<file path="src/rtl/dlts_pkg.sv">
// shared types, sizes and codes of the delta-list timer scheduler
`timescale 1ns / 1ps
package dlts_pkg;

  localparam int QUEUE_DEPTH = 16;
  localparam int IDX_W       = $clog2(QUEUE_DEPTH);
  localparam int CNT_W       = $clog2(QUEUE_DEPTH + 1);

  localparam logic [1:0] FN_TICK     = 2'd0;
  localparam logic [1:0] FN_ADD      = 2'd1;
  localparam logic [1:0] FN_DELETE   = 2'd2;
  localparam logic [1:0] FN_DISPATCH = 2'd3;

  localparam logic [1:0] ST_OK   = 2'd0;
  localparam logic [1:0] ST_NONE = 2'd1;
  localparam logic [1:0] ST_FULL = 2'd2;

  typedef struct packed {
    logic [1:0]  func;
    logic [7:0]  task_handle;
    logic [31:0] delay;
    logic [31:0] period;
    logic [31:0] task_id;
  } cmd_t;

  typedef struct packed {
    logic [1:0]  status;
    logic [31:0] result_id;
    logic [7:0]  run_handle;
    logic        head_ready;
  } res_t;

  typedef struct packed {
    logic [7:0]  handle;
    logic [31:0] delta;
    logic [31:0] period;
    logic [31:0] ident;
    logic        ready;
  } entry_t;

  localparam int ENTRY_W = $bits(entry_t);

  typedef struct packed {
    logic             we;
    logic [IDX_W-1:0] waddr;
    entry_t           wdata;
    logic             re;
    logic [IDX_W-1:0] raddr;
  } ram_req_t;

  typedef struct packed {
    logic busy;
    logic done;
  } stat_t;

endpackage

</file>
<file path="src/rtl/dlts_ram.sv">
// generic simple dual-port ram with registered read data
`timescale 1ns / 1ps
module dlts_ram #(
  parameter int DEPTH = 16,
  parameter int WIDTH = 8,
  parameter int AW    = $clog2(DEPTH)
) (
  input  logic             clk_i,
  input  logic             we_i,
  input  logic [AW-1:0]    waddr_i,
  input  logic [WIDTH-1:0] wdata_i,
  input  logic             re_i,
  input  logic [AW-1:0]    raddr_i,
  output logic [WIDTH-1:0] rdata_o
);

  logic [WIDTH-1:0] mem [DEPTH];

  always_ff @(posedge clk_i) begin
    if (we_i) begin
      mem[waddr_i] <= wdata_i;
    end
  end

  always_ff @(posedge clk_i) begin
    if (re_i) begin
      rdata_o <= mem[raddr_i];
    end
  end

endmodule

</file>
<file path="src/rtl/dlts_ctrl.sv">
// sequencer that walks, shifts and updates the entry memory
`timescale 1ns / 1ps
module dlts_ctrl (
  input  logic              clk_i,
  input  logic              rst_ni,
  input  logic              start,
  input  dlts_pkg::cmd_t    cmd_i,
  output dlts_pkg::stat_t   stat_o,
  output dlts_pkg::res_t    res_o,
  output dlts_pkg::ram_req_t ram_req_o,
  input  dlts_pkg::entry_t  ram_rdata_i
);

  typedef enum logic [3:0] {
    S_IDLE,
    S_TICK,
    S_ADD_RD,
    S_ADD_CHK,
    S_SUP_RD,
    S_SUP_WR,
    S_ADD_WR,
    S_DEL_RD,
    S_DEL_CHK,
    S_DSP,
    S_SDN_RD,
    S_SDN_WR
  } state_e;

  state_e                        state_q, state_d;
  logic [dlts_pkg::CNT_W-1:0]    cnt_q, cnt_d;
  logic                          head_rdy_q, head_rdy_d;
  logic [31:0]                   nid_q, nid_d;
  logic                          done_q, done_d;
  dlts_pkg::res_t                res_q, res_d;

  logic [dlts_pkg::CNT_W-1:0]    idx_q, idx_d;
  logic [dlts_pkg::IDX_W-1:0]    ins_q, ins_d;
  logic [31:0]                   sum_q, sum_d;
  logic [31:0]                   trim_q, trim_d;
  logic [31:0]                   del_q, del_d;
  logic [7:0]                    handle_q, handle_d;
  logic [31:0]                   delay_q, delay_d;
  logic [31:0]                   period_q, period_d;
  logic [31:0]                   tid_q, tid_d;
  logic [7:0]                    run_q, run_d;
  logic                          redo_q, redo_d;

  logic [32:0]                   tot;
  logic [32:0]                   fold;
  logic [31:0]                   fold_sat;
  logic [31:0]                   nid_inc;
  logic [31:0]                   fresh;
  logic [31:0]                   nd;
  logic [31:0]                   dec;
  logic                          fin;
  logic [1:0]                    fin_status;
  logic [31:0]                   fin_rid;
  dlts_pkg::ram_req_t            req;

  assign tot      = {1'b0, sum_q} + {1'b0, ram_rdata_i.delta};
  assign fold     = {1'b0, ram_rdata_i.delta} + {1'b0, del_q};
  assign fold_sat = fold[32] ? '1 : fold[31:0];
  assign nid_inc  = nid_q + 32'd1;
  assign fresh    = (nid_inc == '0) ? 32'd1 : nid_inc;
  assign nd       = delay_q - sum_q;
  assign dec      = (ram_rdata_i.delta != '0) ? ram_rdata_i.delta - 32'd1 : '0;

  always_comb begin
    state_d    = state_q;
    cnt_d      = cnt_q;
    head_rdy_d = head_rdy_q;
    nid_d      = nid_q;
    done_d     = 1'b0;
    res_d      = res_q;
    idx_d      = idx_q;
    ins_d      = ins_q;
    sum_d      = sum_q;
    trim_d     = trim_q;
    del_d      = del_q;
    handle_d   = handle_q;
    delay_d    = delay_q;
    period_d   = period_q;
    tid_d      = tid_q;
    run_d      = run_q;
    redo_d     = redo_q;
    fin        = 1'b0;
    fin_status = dlts_pkg::ST_OK;
    fin_rid    = '0;
    req        = '0;
    req.wdata  = ram_rdata_i;

    case (state_q)
      S_IDLE: begin
        if (start) begin
          handle_d = cmd_i.task_handle;
          delay_d  = cmd_i.delay;
          period_d = cmd_i.period;
          tid_d    = cmd_i.task_id;
          run_d    = '0;
          redo_d   = 1'b0;
          idx_d    = '0;
          sum_d    = '0;
          case (cmd_i.func)
            dlts_pkg::FN_TICK: begin
              if (cnt_q != '0 && !head_rdy_q) begin
                req.re  = 1'b1;
                state_d = S_TICK;
              end else begin
                fin = 1'b1;
              end
            end
            dlts_pkg::FN_ADD: begin
              if (cnt_q == dlts_pkg::CNT_W'(dlts_pkg::QUEUE_DEPTH)) begin
                fin        = 1'b1;
                fin_status = dlts_pkg::ST_FULL;
              end else begin
                state_d = S_ADD_RD;
              end
            end
            dlts_pkg::FN_DELETE: begin
              state_d = S_DEL_RD;
            end
            default: begin
              if (cnt_q != '0 && head_rdy_q) begin
                req.re  = 1'b1;
                state_d = S_DSP;
              end else begin
                fin        = 1'b1;
                fin_status = dlts_pkg::ST_NONE;
              end
            end
          endcase
        end
      end
      S_TICK: begin
        req.we          = 1'b1;
        req.wdata.delta = dec;
        req.wdata.ready = (dec == '0);
        fin             = 1'b1;
      end
      S_ADD_RD: begin
        if (idx_q == cnt_q) begin
          ins_d   = idx_q[dlts_pkg::IDX_W-1:0];
          state_d = S_ADD_WR;
        end else begin
          req.re    = 1'b1;
          req.raddr = idx_q[dlts_pkg::IDX_W-1:0];
          state_d   = S_ADD_CHK;
        end
      end
      S_ADD_CHK: begin
        if (tot > {1'b0, delay_q}) begin
          ins_d   = idx_q[dlts_pkg::IDX_W-1:0];
          trim_d  = 32'(tot - {1'b0, delay_q});
          idx_d   = cnt_q;
          state_d = S_SUP_RD;
        end else begin
          sum_d   = tot[31:0];
          idx_d   = idx_q + 1'b1;
          state_d = S_ADD_RD;
        end
      end
      S_SUP_RD: begin
        if (idx_q[dlts_pkg::IDX_W-1:0] == ins_q) begin
          state_d = S_ADD_WR;
        end else begin
          req.re    = 1'b1;
          req.raddr = idx_q[dlts_pkg::IDX_W-1:0] - 1'b1;
          state_d   = S_SUP_WR;
        end
      end
      S_SUP_WR: begin
        req.we    = 1'b1;
        req.waddr = idx_q[dlts_pkg::IDX_W-1:0];
        if (idx_q[dlts_pkg::IDX_W-1:0] - 1'b1 == ins_q) begin
          req.wdata.delta = trim_q;
        end
        idx_d   = idx_q - 1'b1;
        state_d = S_SUP_RD;
      end
      S_ADD_WR: begin
        req.we    = 1'b1;
        req.waddr = ins_q;
        req.wdata = '{handle: handle_q, delta: nd, period: period_q,
                      ident: fresh, ready: (nd == '0)};
        nid_d     = fresh;
        cnt_d     = cnt_q + 1'b1;
        fin       = 1'b1;
        fin_rid   = fresh;
      end
      S_DEL_RD: begin
        if (idx_q == cnt_q) begin
          fin        = 1'b1;
          fin_status = dlts_pkg::ST_NONE;
        end else begin
          req.re    = 1'b1;
          req.raddr = idx_q[dlts_pkg::IDX_W-1:0];
          state_d   = S_DEL_CHK;
        end
      end
      S_DEL_CHK: begin
        if (tid_q != '0 && ram_rdata_i.ident == tid_q) begin
          del_d   = ram_rdata_i.delta;
          ins_d   = idx_q[dlts_pkg::IDX_W-1:0];
          state_d = S_SDN_RD;
        end else begin
          idx_d   = idx_q + 1'b1;
          state_d = S_DEL_RD;
        end
      end
      S_DSP: begin
        run_d    = ram_rdata_i.handle;
        handle_d = ram_rdata_i.handle;
        delay_d  = ram_rdata_i.period;
        period_d = ram_rdata_i.period;
        del_d    = ram_rdata_i.delta;
        ins_d    = '0;
        idx_d    = '0;
        redo_d   = 1'b1;
        state_d  = S_SDN_RD;
      end
      S_SDN_RD: begin
        if (idx_q + 1'b1 == cnt_q) begin
          cnt_d = cnt_q - 1'b1;
          if (redo_q && period_q != '0) begin
            idx_d   = '0;
            sum_d   = '0;
            state_d = S_ADD_RD;
          end else begin
            fin = 1'b1;
          end
        end else begin
          req.re    = 1'b1;
          req.raddr = idx_q[dlts_pkg::IDX_W-1:0] + 1'b1;
          state_d   = S_SDN_WR;
        end
      end
      S_SDN_WR: begin
        req.we    = 1'b1;
        req.waddr = idx_q[dlts_pkg::IDX_W-1:0];
        if (idx_q[dlts_pkg::IDX_W-1:0] == ins_q) begin
          req.wdata.delta = fold_sat;
          req.wdata.ready = ram_rdata_i.ready && (fold_sat == '0);
        end
        idx_d   = idx_q + 1'b1;
        state_d = S_SDN_RD;
      end
      default: begin
        state_d = S_IDLE;
      end
    endcase

    // head ready flag mirrors every write to the head slot
    if (req.we && req.waddr == '0) begin
      head_rdy_d = req.wdata.ready;
    end

    if (fin) begin
      state_d = S_IDLE;
      done_d  = 1'b1;
      res_d   = '{status: fin_status, result_id: fin_rid, run_handle: run_d,
                  head_ready: (cnt_d != '0) && head_rdy_d};
    end
  end

  always_ff @(posedge clk_i or negedge rst_ni) begin
    if (!rst_ni) begin
      state_q    <= S_IDLE;
      cnt_q      <= '0;
      head_rdy_q <= 1'b0;
      nid_q      <= '0;
      done_q     <= 1'b0;
      res_q      <= '0;
    end else begin
      state_q    <= state_d;
      cnt_q      <= cnt_d;
      head_rdy_q <= head_rdy_d;
      nid_q      <= nid_d;
      done_q     <= done_d;
      res_q      <= res_d;
    end
  end

  always_ff @(posedge clk_i) begin
    idx_q    <= idx_d;
    ins_q    <= ins_d;
    sum_q    <= sum_d;
    trim_q   <= trim_d;
    del_q    <= del_d;
    handle_q <= handle_d;
    delay_q  <= delay_d;
    period_q <= period_d;
    tid_q    <= tid_d;
    run_q    <= run_d;
    redo_q   <= redo_d;
  end

  assign stat_o.busy = (state_q != S_IDLE);
  assign stat_o.done = done_q;
  assign res_o       = res_q;
  assign ram_req_o   = req;

endmodule

</file>
<file path="src/rtl/delta_list_timer_scheduler.sv">
// top level of the delta-list timer scheduler
// usage:
// - an item (func, task_handle, delay, period, task_id on cmd_i) is taken at a rising
//   edge with start high and busy low; busy is never low while an item is in work
// - func selects tick, add, delete by id or dispatch of a ready head
// - each item gives one result on res_o, marked by done_o for exactly one cycle;
//   the receiver cannot stall, so the result must be taken in that cycle
// - busy drops in the cycle done_o rises, so the next item may follow at once
// - the entry ram is reached through a single read port and a single write port
//   tick: counts the head down when there is one that is not yet ready
//   add: walks the entries, shifts the later ones up and writes the new entry
//   delete: searches for the id, then shifts the later entries down
//   dispatch: removes a ready head by shifting the entries down, then adds it again
//   over the entries left when the task is periodic
// - the fill count and head flag clear at reset, so the queue starts empty; the
//   entry ram needs no clearing pass and an item may be given right after reset
`timescale 1ns / 1ps
module delta_list_timer_scheduler (
  input  logic            clk_i,
  input  logic            rst_ni,
  input  logic            start,
  output logic            busy,
  input  dlts_pkg::cmd_t  cmd_i,
  output logic            done_o,
  output dlts_pkg::res_t  res_o
);

  dlts_pkg::stat_t    stat;
  dlts_pkg::ram_req_t ram_req;
  dlts_pkg::entry_t   ram_rdata;

  dlts_ctrl u_ctrl (
    .clk_i       (clk_i),
    .rst_ni      (rst_ni),
    .start       (start),
    .cmd_i       (cmd_i),
    .stat_o      (stat),
    .res_o       (res_o),
    .ram_req_o   (ram_req),
    .ram_rdata_i (ram_rdata)
  );

  dlts_ram #(
    .DEPTH (dlts_pkg::QUEUE_DEPTH),
    .WIDTH (dlts_pkg::ENTRY_W)
  ) u_ram (
    .clk_i   (clk_i),
    .we_i    (ram_req.we),
    .waddr_i (ram_req.waddr),
    .wdata_i (ram_req.wdata),
    .re_i    (ram_req.re),
    .raddr_i (ram_req.raddr),
    .rdata_o (ram_rdata)
  );

  assign busy   = stat.busy;
  assign done_o = stat.done;

endmodule

</file>
<file path="config.mk">
export PLATFORM = sky130hd
export DESIGN_NAME = delta_list_timer_scheduler
export DESIGN_NICKNAME = d
export VERILOG_FILES = /design/src/rtl/dlts_pkg.sv /design/src/rtl/dlts_ram.sv /design/src/rtl/dlts_ctrl.sv /design/src/rtl/delta_list_timer_scheduler.sv
export SDC_FILE = /design/constraint.sdc
export NUM_CORES = 2
export LEC_CHECK = 0
export BUFFER_PORTS_ARGS = -buffer_cell sky130_fd_sc_hd__buf_2
export CAP_MARGIN = 20
export CELL_PAD_IN_SITES_DETAIL_PLACEMENT = 0
export CELL_PAD_IN_SITES_GLOBAL_PLACEMENT = 1
export CORE_UTILIZATION = 58
export CTS_CLUSTER_DIAMETER = 30
export CTS_CLUSTER_SIZE = 16
export DETAILED_ROUTE_END_ITERATION = 7
export PLACE_DENSITY = 0.83
export SLEW_MARGIN = 25
export SYNTH_ARGS = -nofsm -noshare
export SYNTH_HDL_FRONTEND = slang
export SYNTH_SLANG_ARGS = --single-unit
export TNS_END_PERCENT = 30
</file>
<file path="constraint.sdc">
create_clock -name clk_i -period 27.2 [get_ports clk_i]
set_input_delay 5.44 -clock clk_i [delete_from_list [all_inputs] [get_ports clk_i]]
set_output_delay 5.44 -clock clk_i [all_outputs]
set_load 0.005 [all_outputs]
</file>
Word-level counts from Yosys, hierarchy flattened
Memory sizes are Yosys's and may differ from the RTL's. A register that Yosys moved wholly into a read port is not among the register bits.
Cells that the tools add are included.

operators by class
  muxes and demuxes = 84
  $lt $le $gt $ge = 1
  eq/ne operators = 34
  reductions and logical operators = 41
  add/sub/neg operators = 12

operator list
  cell                                                                    number
  32-bit 2-to-1 mux                                                       13
  32-bit one-hot mux with 2 select lines                                  3
  32-bit zero test                                                        4
  32-bit one-hot mux with 4 select lines                                  1
  32-bit one-hot mux with 3 select lines                                  1
  32-bit nonzero test                                                     3
  32-bit by 32-bit adder with 33-bit output                               2
  64-bit 2-to-1 mux                                                       1
  32-bit subtractor                                                       2
  4-bit 2-to-1 mux                                                        12
  5-bit 2-to-1 mux                                                        9
  4-bit one-hot mux with 10 select lines                                  1
  5-bit one-hot mux with 7 select lines                                   1
  33-bit by 32-bit greater-than comparator with 1-bit output              1
  32-bit by 1-bit adder with 32-bit output (second input constant)        1
  32-bit equality test                                                    1
  8-bit one-hot mux with 2 select lines                                   2
  32-bit by 1-bit subtractor with 32-bit output (second input constant)   1
  8-bit 2-to-1 mux                                                        3
  4-bit one-hot mux with 3 select lines                                   2
  1-bit 2-to-1 mux                                                        19
  4-bit by 3-bit equality test with 1-bit output (second input constant)  4
  4-bit equality test (second input constant)                             4
  4-bit one-hot mux with 4 select lines                                   1
  40 further kinds                                                        80

storage, ports and cells
  RAM bits = 1680
  register bits after elaboration = 304
  output and inout port bits = 45
  word-level logic and storage cells = 193
  memories kept = 1

memories
  name       words  width  rd ports  clocked after memory_dff  wr ports  line            RTL
  u_ram.mem  16     105    1         1                         1         dlts_ram.sv:17  logic [WIDTH-1:0] mem [DEPTH];

Depth between registers and ports, before layout
  word-level depth = 8
  depth in mapped cells = 24
  depth with buffers taken out = 24

Cells and area by module
Synthesis repeated with hierarchy kept, for this count alone.

unflattened totals
  cells, all modules = 5525
  area, all modules = 89876.2 µm²

modules (own cells, without submodules)
  module     times used  sequential area each (µm²)  area an instance (µm²)  cells an instance
  dlts_ram   1           53601.4                     65983.3                 2688
  dlts_ctrl  1           8618.3                      23892.9                 2837

Least setup slack after synthesis
Ideal clock, no wire load.

  path kind = reg-to-reg
  from = register u_ctrl.state_q[2]
  to = memory u_ram.mem[4][0] (netlist name) (enable)
  buffers on the path = 1
  arrival time = 8.510 ns
  setup time = 0.698 ns
  setup slack = 17.992 ns
  stages on the path, launching flop included = 7
  path through = dfrtp_1 -> clkbuf_1 -> nand2_1 -> a21oi_1 -> a22o_1 -> nand2b_1 -> nor3_1

between the ends
  word-level cells in the longest chain between the ends = 5
  elaborated cells on any way between the ends = 10
  those cells by class = 4 x eq/ne; 4 x mux; 2 x reduce/logical

ends and longest elaborated chain
  item                                                                    line              RTL
  start, declared                                                         dlts_ctrl.sv:29   state_e state_q, state_d;
  start signal, assigned                                                  dlts_ctrl.sv:275  state_q <= state_d;
  4-bit by 1-bit equality test with 1-bit output (tied with other cells)  dlts_ctrl.sv:92   case (state_q)
  4-bit OR reduction (no source line)                                     --
  1-bit 2-to-1 mux                                                        dlts_ctrl.sv:92
  1-bit 2-to-1 mux                                                        dlts_ram.sv:20    if (we_i) begin
  1-bit 2-to-1 mux (implied by the code)                                  dlts_ram.sv:21    mem[waddr_i] <= wdata_i;
  end, declared                                                           dlts_ram.sv:17

Parallel ways exist; a longest one is shown, timed or not.

Worst setup path in the final report
  from = register u_ctrl.idx_q[0] (netlist name)
  to = register u_ram.rdata_o[62] (read register of u_ram.mem) (data pin)

between the ends
  word-level cells in the longest chain between the ends = 4
  elaborated cells on any way between the ends = 11
  those cells by class = 3 x add/sub; 3 x eq/ne; 5 x mux

ends and longest elaborated chain
  item                                                                                                   line              RTL
  start, declared                                                                                        dlts_ctrl.sv:36   logic [dlts_pkg::CNT_W-1:0] idx_q, idx_d;
  start signal, assigned                                                                                 dlts_ctrl.sv:285  idx_q <= idx_d;
  5-bit by 1-bit adder with 5-bit output                                                                 dlts_ctrl.sv:223  if (idx_q + 1'b1 == cnt_q) begin
  5-bit equality test                                                                                    dlts_ctrl.sv:223
  5-bit 2-to-1 mux                                                                                       dlts_ctrl.sv:223
  1-bit one-hot mux with 4 select lines / 4-bit one-hot mux with 3 select lines (equally long branches)  dlts_ctrl.sv:92
  end, declared                                                                                          dlts_ram.sv:14    output logic [WIDTH-1:0] rdata_o

Parallel ways exist; a longest one is shown, timed or not.
A chain may end at the register's enable or synchronous reset.

==> metrics.txt <==
status finished, final reports clean; clock skew just under 0.09 ns; combinational power share 0.314; CTS max path bufs 4; Slew HR 0.269; CTS tree done; post-synthesis sequential area ratio 0.658; asr flop ratio synth 0.0412; CTS root buffer clkbuf_16; Worst Path Buf+Inv 7; cell row count 147; count leader, synth edfxtp_1; vias per cell 6.13; synth cell count leaders edfxtp_1 (1995), mux2i_1 (1583), nand2_1 (530); DR iter-0 viols 5237; drt total wl approximately 250 mm; CTS resizes 0; GRT Total Usage 0.303; Synth warnings 0; register share of total power 0.329; Placed Cells 8531; clock transition at the registers of the reported paths 0.05 ns; die height 406 µm; mapped cell area 94600 µm²; CP max stage delay 0.95 ns; count of different cell masters after synthesis 100; largest net degree at the start of global routing ~130; Critical Path RT 27.84 ns; Clock Power Share 0.357; worst-path fanout max 62; core footprint 161000 µm²; Post-Syn Instances 6400; H-tree depth 5; initial core utilization 0.586; Placer Congestion 0.952; Routed WL per cell 27.0 µm; Synth-to-Final Area Change 18.1%; final HPWL from detailed placement ~140 mm; Synth area leader edfxtp_1; final setup fails 0; syn avg cell area 14.8 µm²; post-layout min period 8.61 ns; die area 165000 µm²; hold_buf cts 0; Pint 9.38 mW; CP startpoint kind register; Post-synth EDFFs between 1500 and 2000; Slew Viols, Final 0; CTS Buf Count ~400; Top FF cell, synth edfxtp_1; DRC Markers 0; critical path's top delay family buffers and inverters; layout cells sized above 1 0.149; top post-synthesis cells by area edfxtp_1 (63%), mux2i_1 (17%), dfrtp_1 (2.3%); Final Non-Filler Cells 9284; placed cell area roughly 100000 µm²; Clock Latency Late Sink approximately 0.96 ns; number of global-route vias before repair 57100; RSZ-0062 raised after global routing no; clock sink count between 2000 and 2500; #FFs+latches synth 2089; crit end category register; die width between 400 and 500 µm; Nets just over 7000; final core utilization 0.693; CP Depth 17; post-layout total power 14.1 mW; post-CTS setup buffers 0; hold depth 2; Cell Chain, Critical Path inv_1, ha_1, xor2_1, nor4_2, nand2b_1, and2_1, a221oi_4, buf_4, buf_4, buf_4, buf_4, buf_4, buf_4, mux2i_1, mux2i_1, mux2i_1, mux2i_1; sw frac 0.337; vias 56900; first-pass GRT wire length around 360 mm; syn_nets 6652; Worst Tran Pin Value roughly 1.1 ns; final hold vios 0; Worst path slowest cell buf_4; WP data arrival 9.26 ns; power density over cell area 127 nW/µm²; initial antenna violation count 12; Non-Filler Cell Area, Final about 110000 µm²; leak pwr roughly 46 nW; fin crit share 0.317; Setup WS pre-CTS 18.26 ns; NetSw 4.77 mW; Reg2Reg Depth 17; kind of critical path reg2reg; final hold slack ~0.45 ns; # Max-Cap Violations 0; f_max 116 MHz; antenna-violating nets left 0; total gr overflow 0; Ports 154; final setup TNS 0 ns; DRT Pass-1 Iters 6; Critical Path Most Common Cell buf_4; area share of the largest cell type after synthesis 0.633; worst hold path class reg2reg; number of port buffers 153; setup ws final 18.59 ns; Max VDD drop 0.0948 mV
[worst paths after layout]
path                       slack [ns]                      endpoint                      start
setup / recovery                18.59   u_ram.rdata_o[62]$_DFFE_PP_  u_ctrl.idx_q[0]$_DFFE_PP_
hold / removal                   0.45       u_ctrl.run_q[2]$_DFF_P_    u_ctrl.run_q[2]$_DFF_P_
setup reg to reg                18.59   u_ram.rdata_o[62]$_DFFE_PP_  u_ctrl.idx_q[0]$_DFFE_PP_
hold reg to reg                  0.45       u_ctrl.run_q[2]$_DFF_P_    u_ctrl.run_q[2]$_DFF_P_
max in group asynchronous       21.78  u_ctrl.nid_q[15]$_DFFE_PN0P_                     rst_ni
min in group asynchronous        4.44   u_ctrl.res_o[3]$_DFFE_PN0P_                     rst_ni
[layer usage]
layer	share of wire	up-vias	global-route usage
li1	-	25500	-
met1	0.40	28600	0.395
met2	0.48	2334	0.498
met3	0.071	531	0.0580
met4	0.039	12	0.127
met5	0.00035	-	0
[area by class of cell]
type	count	area (µm²)
Sequential cell	2089	62200
Fill cell	10800	49600
Multi-Input combinational cell	3881	30400
Clock buffer	444	10500
Clock inverter	300	3460
Tap cell	2160	2700
Timing Repair Buffer	282	1910
Inverter	125	472
Antenna cell	3	7.51
[cells by family (layout without fill, tap and decap cells)]
family	Yosys count	after routing	share of synthesized area
DFF	2089	2089	0.658
muxes	1597	1597	0.169
and+or+nand+nor	1181	1181	0.0588
AOI/OAI and AO/OA	770	770	0.0539
buffers and inverters	430	1151	0.0236
xor gates and xnor gates	190	190	0.0176
adders and majority gates	143	143	0.0192
other	0	3	0
[tightest hold or removal path, cell delays in order (launching register included)]
cell and delay (ns):
dfxtp_1 0.30, nand2_1 0.05, nand2_1 0.06
[state kept, by name (all words and copies together) (netlist names), 32 cells and up]
name             flops
u_ctrl.tid_q        32
u_ctrl.nid_q        32
u_ram.mem         1680
u_ctrl.sum_q        32
u_ctrl.delay_q      32
u_ctrl.del_q        32
u_ctrl.res_o        43
u_ctrl.trim_q       32
u_ram.rdata_o      105
u_ctrl.period_q     32
[layout by cell type, fill, tap and decap left out, types with 62 or more instances in the layout]
cell type | synthesis | layout
nand2_1 | 530 | 527
dfrtp_1 | 86 | 86
clkinvlp_4 | 0 | 65
clkbuf_16 | 0 | 415
o21ai_0 | 151 | 151
edfxtp_1 | 1995 | 1995
buf_4 | 24 | 116
a21o_1 | 109 | 109
inv_1 | 121 | 120
buf_2 | 97 | 152
xnor2_1 | 129 | 129
nor2_1 | 202 | 185
mux2i_1 | 1583 | 1583
a21oi_1 | 192 | 183
nand3_1 | 62 | 62
ha_1 | 139 | 139
[power by group through the flow]
| stage | Clock, mW | Sequential [mW] | Combinational [mW] |
|---|---|---|---|
| final | 5.05 | 4.66 | 4.44 |
| after global routing | 5.25 | 4.67 | 4.77 |
| after CTS | 5.09 | 4.65 | 4.38 |
| after detailed placement | 0 | 4.70 | 4.35 |
| after global placement | 0 | 4.70 | 4.29 |
| after floorplan | 0 | 4.57 | 3.18 |
No activity file was read; power rests on OpenSTA's default activity.
